==> config.mk <==
export PLATFORM = sky130hd
export DESIGN_NAME = tcw_ctrl
export DESIGN_NICKNAME = d
export VERILOG_FILES = /design/src/rtl/core/tcw_pkg.sv /design/src/rtl/core/tcw_ctrl.sv
export VERILOG_INCLUDE_DIRS = /design/src /design/src/rtl/core
export SDC_FILE = /design/constraint.sdc
export NUM_CORES = 1
export LEC_CHECK = 0
export ABC_AREA = 0
export BUFFER_PORTS_ARGS = -buffer_cell sky130_fd_sc_hd__buf_2
export CORE_UTILIZATION = 35
export CTS_CLUSTER_DIAMETER = 30
export DETAILED_ROUTE_END_ITERATION = 12
export PLACE_DENSITY = 0.77
export SYNTH_ARGS = -nofsm -noshare
export SYNTH_HDL_FRONTEND = slang
export SYNTH_SLANG_ARGS = --single-unit
==> constraint.sdc <==
create_clock -name clk -period 2 [get_ports clk]
set_input_delay 0.4 -clock clk [delete_from_list [all_inputs] [get_ports clk]]
set_output_delay 0.4 -clock clk [all_outputs]
set_load 0.02 [all_outputs]
==> src/rtl/core/text_console_writer_defines.svh <==
// Assertion helpers shared by the console RTL.
// Both expect clk and rst_n in scope.
`ifndef TEXT_CONSOLE_WRITER_DEFINES_SVH
`define TEXT_CONSOLE_WRITER_DEFINES_SVH

`define TCW_ASSERT_IMPL(label, ante, cons, msg) \
  label: assert property (@(posedge clk) disable iff (!rst_n) (ante) |-> (cons)) \
    else $error(msg);

`define TCW_ASSERT_NEXT(label, ante, cons, msg) \
  label: assert property (@(posedge clk) disable iff (!rst_n) (ante) |=> (cons)) \
    else $error(msg);

`endif

==> src/rtl/core/tcw_pkg.sv <==
package tcw_pkg;

  localparam int ROWS   = 25;
  localparam int COLS   = 80;
  localparam int CELLS  = ROWS * COLS;
  localparam int MOVE_N = (ROWS - 1) * COLS;

  localparam int ADDR_W    = $clog2(CELLS);
  localparam int CUR_W     = $clog2(CELLS + 1);
  localparam int COL_W     = $clog2(COLS);
  localparam int CUR_OUT_W = 11;

  localparam logic [1:0] OP_PUT   = 2'd0;
  localparam logic [1:0] OP_CLEAR = 2'd1;
  localparam logic [1:0] OP_READ  = 2'd2;

  localparam logic [7:0] NEWLINE_CODE = 8'h0A;
  localparam logic [7:0] SPACE_CODE   = 8'h20;
  localparam logic [7:0] ATTR_RESET   = 8'd7;

  // write data / address select
  localparam logic [2:0] WS_INIT  = 3'd0;
  localparam logic [2:0] WS_CLEAR = 3'd1;
  localparam logic [2:0] WS_BLANK = 3'd2;
  localparam logic [2:0] WS_MOVE  = 3'd3;
  localparam logic [2:0] WS_CHAR  = 3'd4;

  // read address select
  localparam logic RS_MOVE = 1'b0;
  localparam logic RS_CELL = 1'b1;

  // cursor update
  localparam logic [2:0] CUR_HOLD    = 3'd0;
  localparam logic [2:0] CUR_ADVANCE = 3'd1;
  localparam logic [2:0] CUR_NEWLINE = 3'd2;
  localparam logic [2:0] CUR_HOME    = 3'd3;
  localparam logic [2:0] CUR_SCROLL  = 3'd4;

  typedef struct packed {
    logic       latch;
    logic       cnt_clr;
    logic       cnt_inc;
    logic       mem_we;
    logic [2:0] wsel;
    logic       mem_re;
    logic       rsel;
    logic [2:0] cur_cmd;
    logic       set_scrolled;
    logic       out_load;
  } tcw_cmd_t;

  typedef struct packed {
    logic [1:0] op;
    logic       at_end;
    logic       is_newline;
    logic       read_ok;
    logic       cnt_zero;
    logic       cnt_move_end;
    logic       cnt_last;
  } tcw_sts_t;

endpackage

==> src/rtl/core/tcw_ctrl.sv <==
`include "text_console_writer_defines.svh"

module tcw_ctrl
  import tcw_pkg::*;
(
  input  logic     clk,
  input  logic     rst_n,
  input  logic     in_valid,
  output logic     in_stall,
  output logic     out_valid,
  input  logic     out_stall,
  input  tcw_sts_t sts,
  output tcw_cmd_t cmd
);

  localparam logic [3:0] S_INIT  = 4'd0;
  localparam logic [3:0] S_IDLE  = 4'd1;
  localparam logic [3:0] S_EXEC  = 4'd2;
  localparam logic [3:0] S_MOVE  = 4'd3;
  localparam logic [3:0] S_FILL  = 4'd4;
  localparam logic [3:0] S_CHAR  = 4'd5;
  localparam logic [3:0] S_CLEAR = 4'd6;
  localparam logic [3:0] S_DONE  = 4'd7;

  logic [3:0] state_r, state_nxt;
  logic       out_valid_r, out_valid_nxt;
  logic       out_free;

  assign in_stall  = (state_r != S_IDLE);
  assign out_valid = out_valid_r;
  assign out_free  = !out_valid_r || !out_stall;

  always_comb begin
    state_nxt = state_r;
    cmd       = '0;
    cmd.wsel    = WS_INIT;
    cmd.rsel    = RS_MOVE;
    cmd.cur_cmd = CUR_HOLD;
    unique case (state_r)
      S_INIT: begin
        cmd.mem_we = 1'b1;
        cmd.wsel   = WS_INIT;
        if (sts.cnt_last) begin
          cmd.cnt_clr = 1'b1;
          state_nxt   = S_IDLE;
        end else begin
          cmd.cnt_inc = 1'b1;
        end
      end
      S_IDLE: begin
        if (in_valid) begin
          cmd.latch = 1'b1;
          state_nxt = S_EXEC;
        end
      end
      S_EXEC: begin
        case (sts.op)
          OP_PUT: begin
            if (sts.at_end) begin
              cmd.set_scrolled = 1'b1;
              cmd.cnt_clr      = 1'b1;
              state_nxt        = S_MOVE;
            end else begin
              state_nxt = S_CHAR;
            end
          end
          OP_CLEAR: begin
            cmd.cnt_clr = 1'b1;
            state_nxt   = S_CLEAR;
          end
          OP_READ: begin
            cmd.mem_re = sts.read_ok;
            cmd.rsel   = RS_CELL;
            state_nxt  = S_DONE;
          end
          default: begin
            state_nxt = S_DONE;
          end
        endcase
      end
      S_MOVE: begin
        cmd.mem_re = !sts.cnt_move_end;
        cmd.rsel   = RS_MOVE;
        cmd.mem_we = !sts.cnt_zero;
        cmd.wsel   = WS_MOVE;
        if (sts.cnt_move_end) begin
          state_nxt = S_FILL;
        end else begin
          cmd.cnt_inc = 1'b1;
        end
      end
      S_FILL: begin
        cmd.mem_we = 1'b1;
        cmd.wsel   = WS_BLANK;
        if (sts.cnt_last) begin
          cmd.cur_cmd = CUR_SCROLL;
          cmd.cnt_clr = 1'b1;
          state_nxt   = S_CHAR;
        end else begin
          cmd.cnt_inc = 1'b1;
        end
      end
      S_CHAR: begin
        if (sts.is_newline) begin
          cmd.cur_cmd = CUR_NEWLINE;
        end else begin
          cmd.mem_we  = 1'b1;
          cmd.wsel    = WS_CHAR;
          cmd.cur_cmd = CUR_ADVANCE;
        end
        state_nxt = S_DONE;
      end
      S_CLEAR: begin
        cmd.mem_we = 1'b1;
        cmd.wsel   = WS_CLEAR;
        if (sts.cnt_last) begin
          cmd.cur_cmd = CUR_HOME;
          cmd.cnt_clr = 1'b1;
          state_nxt   = S_DONE;
        end else begin
          cmd.cnt_inc = 1'b1;
        end
      end
      S_DONE: begin
        if (out_free) begin
          cmd.out_load = 1'b1;
          state_nxt    = S_IDLE;
        end
      end
      default: begin
        state_nxt = S_IDLE;
      end
    endcase
  end

  always_comb begin
    out_valid_nxt = out_valid_r;
    if (cmd.out_load) begin
      out_valid_nxt = 1'b1;
    end else if (out_valid_r && !out_stall) begin
      out_valid_nxt = 1'b0;
    end
  end

  always_ff @(posedge clk) begin
    if (!rst_n) begin
      state_r     <= S_INIT;
      out_valid_r <= 1'b0;
    end else begin
      state_r     <= state_nxt;
      out_valid_r <= out_valid_nxt;
    end
  end

  `TCW_ASSERT_NEXT(a_accept_exec, in_valid && !in_stall, state_r == S_EXEC, "accept did not start item")
  `TCW_ASSERT_IMPL(a_scroll_at_end, state_r == S_MOVE && sts.cnt_zero, sts.at_end, "scroll without cursor at end")
  `TCW_ASSERT_NEXT(a_load_valid, cmd.out_load, out_valid_r, "result load lost")

endmodule

==> impl_metrics.yaml <==
synthesis:
  synthTopCellsByCount: "a21oi_1 (8), nand2_1 (8), nand2b_1 (6), nor2_1 (6), dfxtp_1 (4)"
  seq_area_frac_synth_pct: 16.41
  async_reset_ff_share_pct: 0
  yosys_warnings: 0
  yosys.area.top_type: "dfxtp_1"
  ys_ff_latch: 4
  synth_edf_count: 0
  avgSynthCellArea_um2: 6.873
  syn_area_um2: 488.0
  synthDistinctLibCells: 33
  synthFlopType: "dfxtp_1"
  postSynthCellCount: 71
  syn_nets: 83
  synth.area.top_cells: "dfxtp_1 (16%), a21oi_1 (8.2%), nand2b_1 (7.7%)"
  synth_top_cell_area_share_pct: 16.41
routing:
  antenna_left: 0
  drtIter0Drc: 13
  routed_via_density: 5.389
  vias: 609
  first_pass_iters: 4
  routedWlPerCell_um: 11.73
  drc: 0
  routed_wl_um: 1325
floorplanning:
  start_util_pct: 37.50
  die_w_um: 39.34
  dieArea_mm2: 0.001548
  rows: 13
  die_height_um: 39.34
  pin_count: 28
  coreArea_mm2: 0.001301
global_route:
  gr-total-overflow: 0
  antenna_found_initial: 0
  grt_use_total_pct: 18.28
  grt_max_degree: 17
  grt_pass1_wl_um: 1973
  first_global_vias: 480
timing:
  timing.fmax_mhz: 523.5
  worst_pin_slew_ps: 354.4
  period_share_pct: 95.51
  setup_tns_ps: 0
  slew_viol_final: 0
  setup_violations: 0
  timing.final.ws_setup_ps: 89.88
  skew_ps: 4.417
  final.min_clock_period_ps: 1910
  rsz0062_at_grt: "false"
  relSlewSlack_pct: 76.16
  hold_viol: 0
setup_path:
  worstPathRequired_ps: 1600
  critical_path_arrival_ps: 1510
  path_class: "reg2out"
  slowest_stage: "dfxtp_1"
  startpoint_type: "register"
  slowest_delay_ps: 520
  path_cells: "buf_4 > nand2b_1 > o21ai_0 > buf_2"
  critPathMaxFanout: 12
  worst_setup_path_end_kind: "output port"
power_and_ir_drop:
  p_leak_nw: 0.3142
  power.density_mw_per_mm2: 731.2
  max-vdd-ir-drop_v: 0.0002802
cts:
  clock_latency_ps: 230
  cts_made_buffers: 3
  tritoncts: "built"
  cts-root-buf: "clkbuf_4"
  post_cts_buffers: 0
  htree_levels: 1
  cts_hold_buf: 0
  cts.reportedPaths.clkPinSlew_ps: 40
  ctsResizeCount: 0
  clk_path_buf_depth: 2
  cts_sinks: 4
placed_design:
  hpwlAfterDp_um: 1027
  routabilityCongestion: 0.8689
  portBuffers: 27
  pre_cts_ws_ps: 288.6
finish:
  antenna_cells: 0
  layout.nets: 112
  syn_to_final_growth_pct: 32.56
  drive_gt1_share_pct: 39.80
outcome:
  status: "complete, no violations"
hold_path:
  min_path_type: "in2reg"
run:
  maxCapViolations: 0
==> path summary, 6_finish.rpt <==
| check | from | slack, ps | endpoint | cells after the start |
|---|---|---|---|---|
| worst max-delay path | state_r[0]$_SDFFE_PN0P_ | 90 | cmd[11] | 4 |
| worst min-delay path | rst_n | 410 | state_r[1]$_SDFFE_PN0P_ | 2 |
| worst max register to register | state_r[0]$_SDFFE_PN0P_ | 530 | state_r[2]$_SDFFE_PN0P_ | 3 |
| worst min register to register | out_valid$_SDFFE_PN0P_ | 520 | out_valid$_SDFFE_PN0P_ | 2 |
==> per-stage QoR <==
step,instances,instance area [um2],util (%),power (mW),hold slack (ps)
global placement,110,620.6,47.69,0.3660,504.1
CTS,113,643.1,49.42,0.4730,404.3
floorplan,71,488.0,-,0.3028,527.9
detailed placement,110,620.6,47.69,0.3701,505.1
global route,113,646.9,49.71,0.5082,409.8
finish,113,646.9,49.71,0.4730,405.1
==> sequential cells by signal (all words and copies together), names as in the netlist <==
name,cells
state_r,3
out_valid,1
==> logic make-up after synthesis <==
family / Yosys count / synth area share [%]
and+or+nand+nor: 39 / 44.62
AOI/OAI and AO/OA: 20 / 28.46
buffers and inverters: 8 / 10.51
DFF: 4 / 16.41
==> per-layer routing <==
layer | part of all wire [%] | up-vias | track usage [%]
met4 | 0 | 0 | 0
li1 | - | 316 | -
met1 | 49 | 276 | 26.01
met2 | 46 | 17 | 30.00
met3 | 4.7 | 0 | 3.409
met5 | 0 | - | 0
==> cell usage in the layout, fill, tap and decap left out, drive strengths merged <==
cell type | synthesis | final
a2111oi | 1 | 1
a211o | 1 | 1
a21boi | 1 | 1
a21oi | 8 | 8
a221oi | 2 | 2
and3 | 3 | 3
and3b | 1 | 1
and4 | 1 | 1
buf | 5 | 30
clkbuf | 1 | 3
dfxtp | 4 | 4
inv | 2 | 2
nand2 | 8 | 8
nand2b | 6 | 6
nand3 | 2 | 2
nand3b | 1 | 1
nor2 | 6 | 6
nor2b | 2 | 2
nor3 | 3 | 3
nor3b | 1 | 1
nor4 | 2 | 2
o21ai | 4 | 4
o221a | 1 | 1
o2bb2ai | 1 | 1
o31a | 1 | 1
or2 | 1 | 1
or3 | 1 | 1
or4b | 1 | 1
==> report_power, final <==
group | internal (mW) | switching (mW)
Combinational | 0.106 | 0.156
Clock | 0.0672 | 0.0334
Sequential | 0.0923 | 0.0185
==> worst max-delay path: cells and delay by family, from the launching register on <==
kind,cells,cell delay [ps]
AOI/OAI and AO/OA,1,230
buffers and inverters,2,420
DFF,1,520
and+or+nand+nor,1,110
==> area by class of cell <==
cell class	count	area [um2]
Clock buffer	3	22.52
Sequential cell	4	81.33
Multi-Input combinational cell	59	359.1
Timing Repair Buffer	30	157.7
Tap cell	15	18.77
Inverter	2	7.507
Fill cell	147	654.4
(Power assumes the default switching activity.)
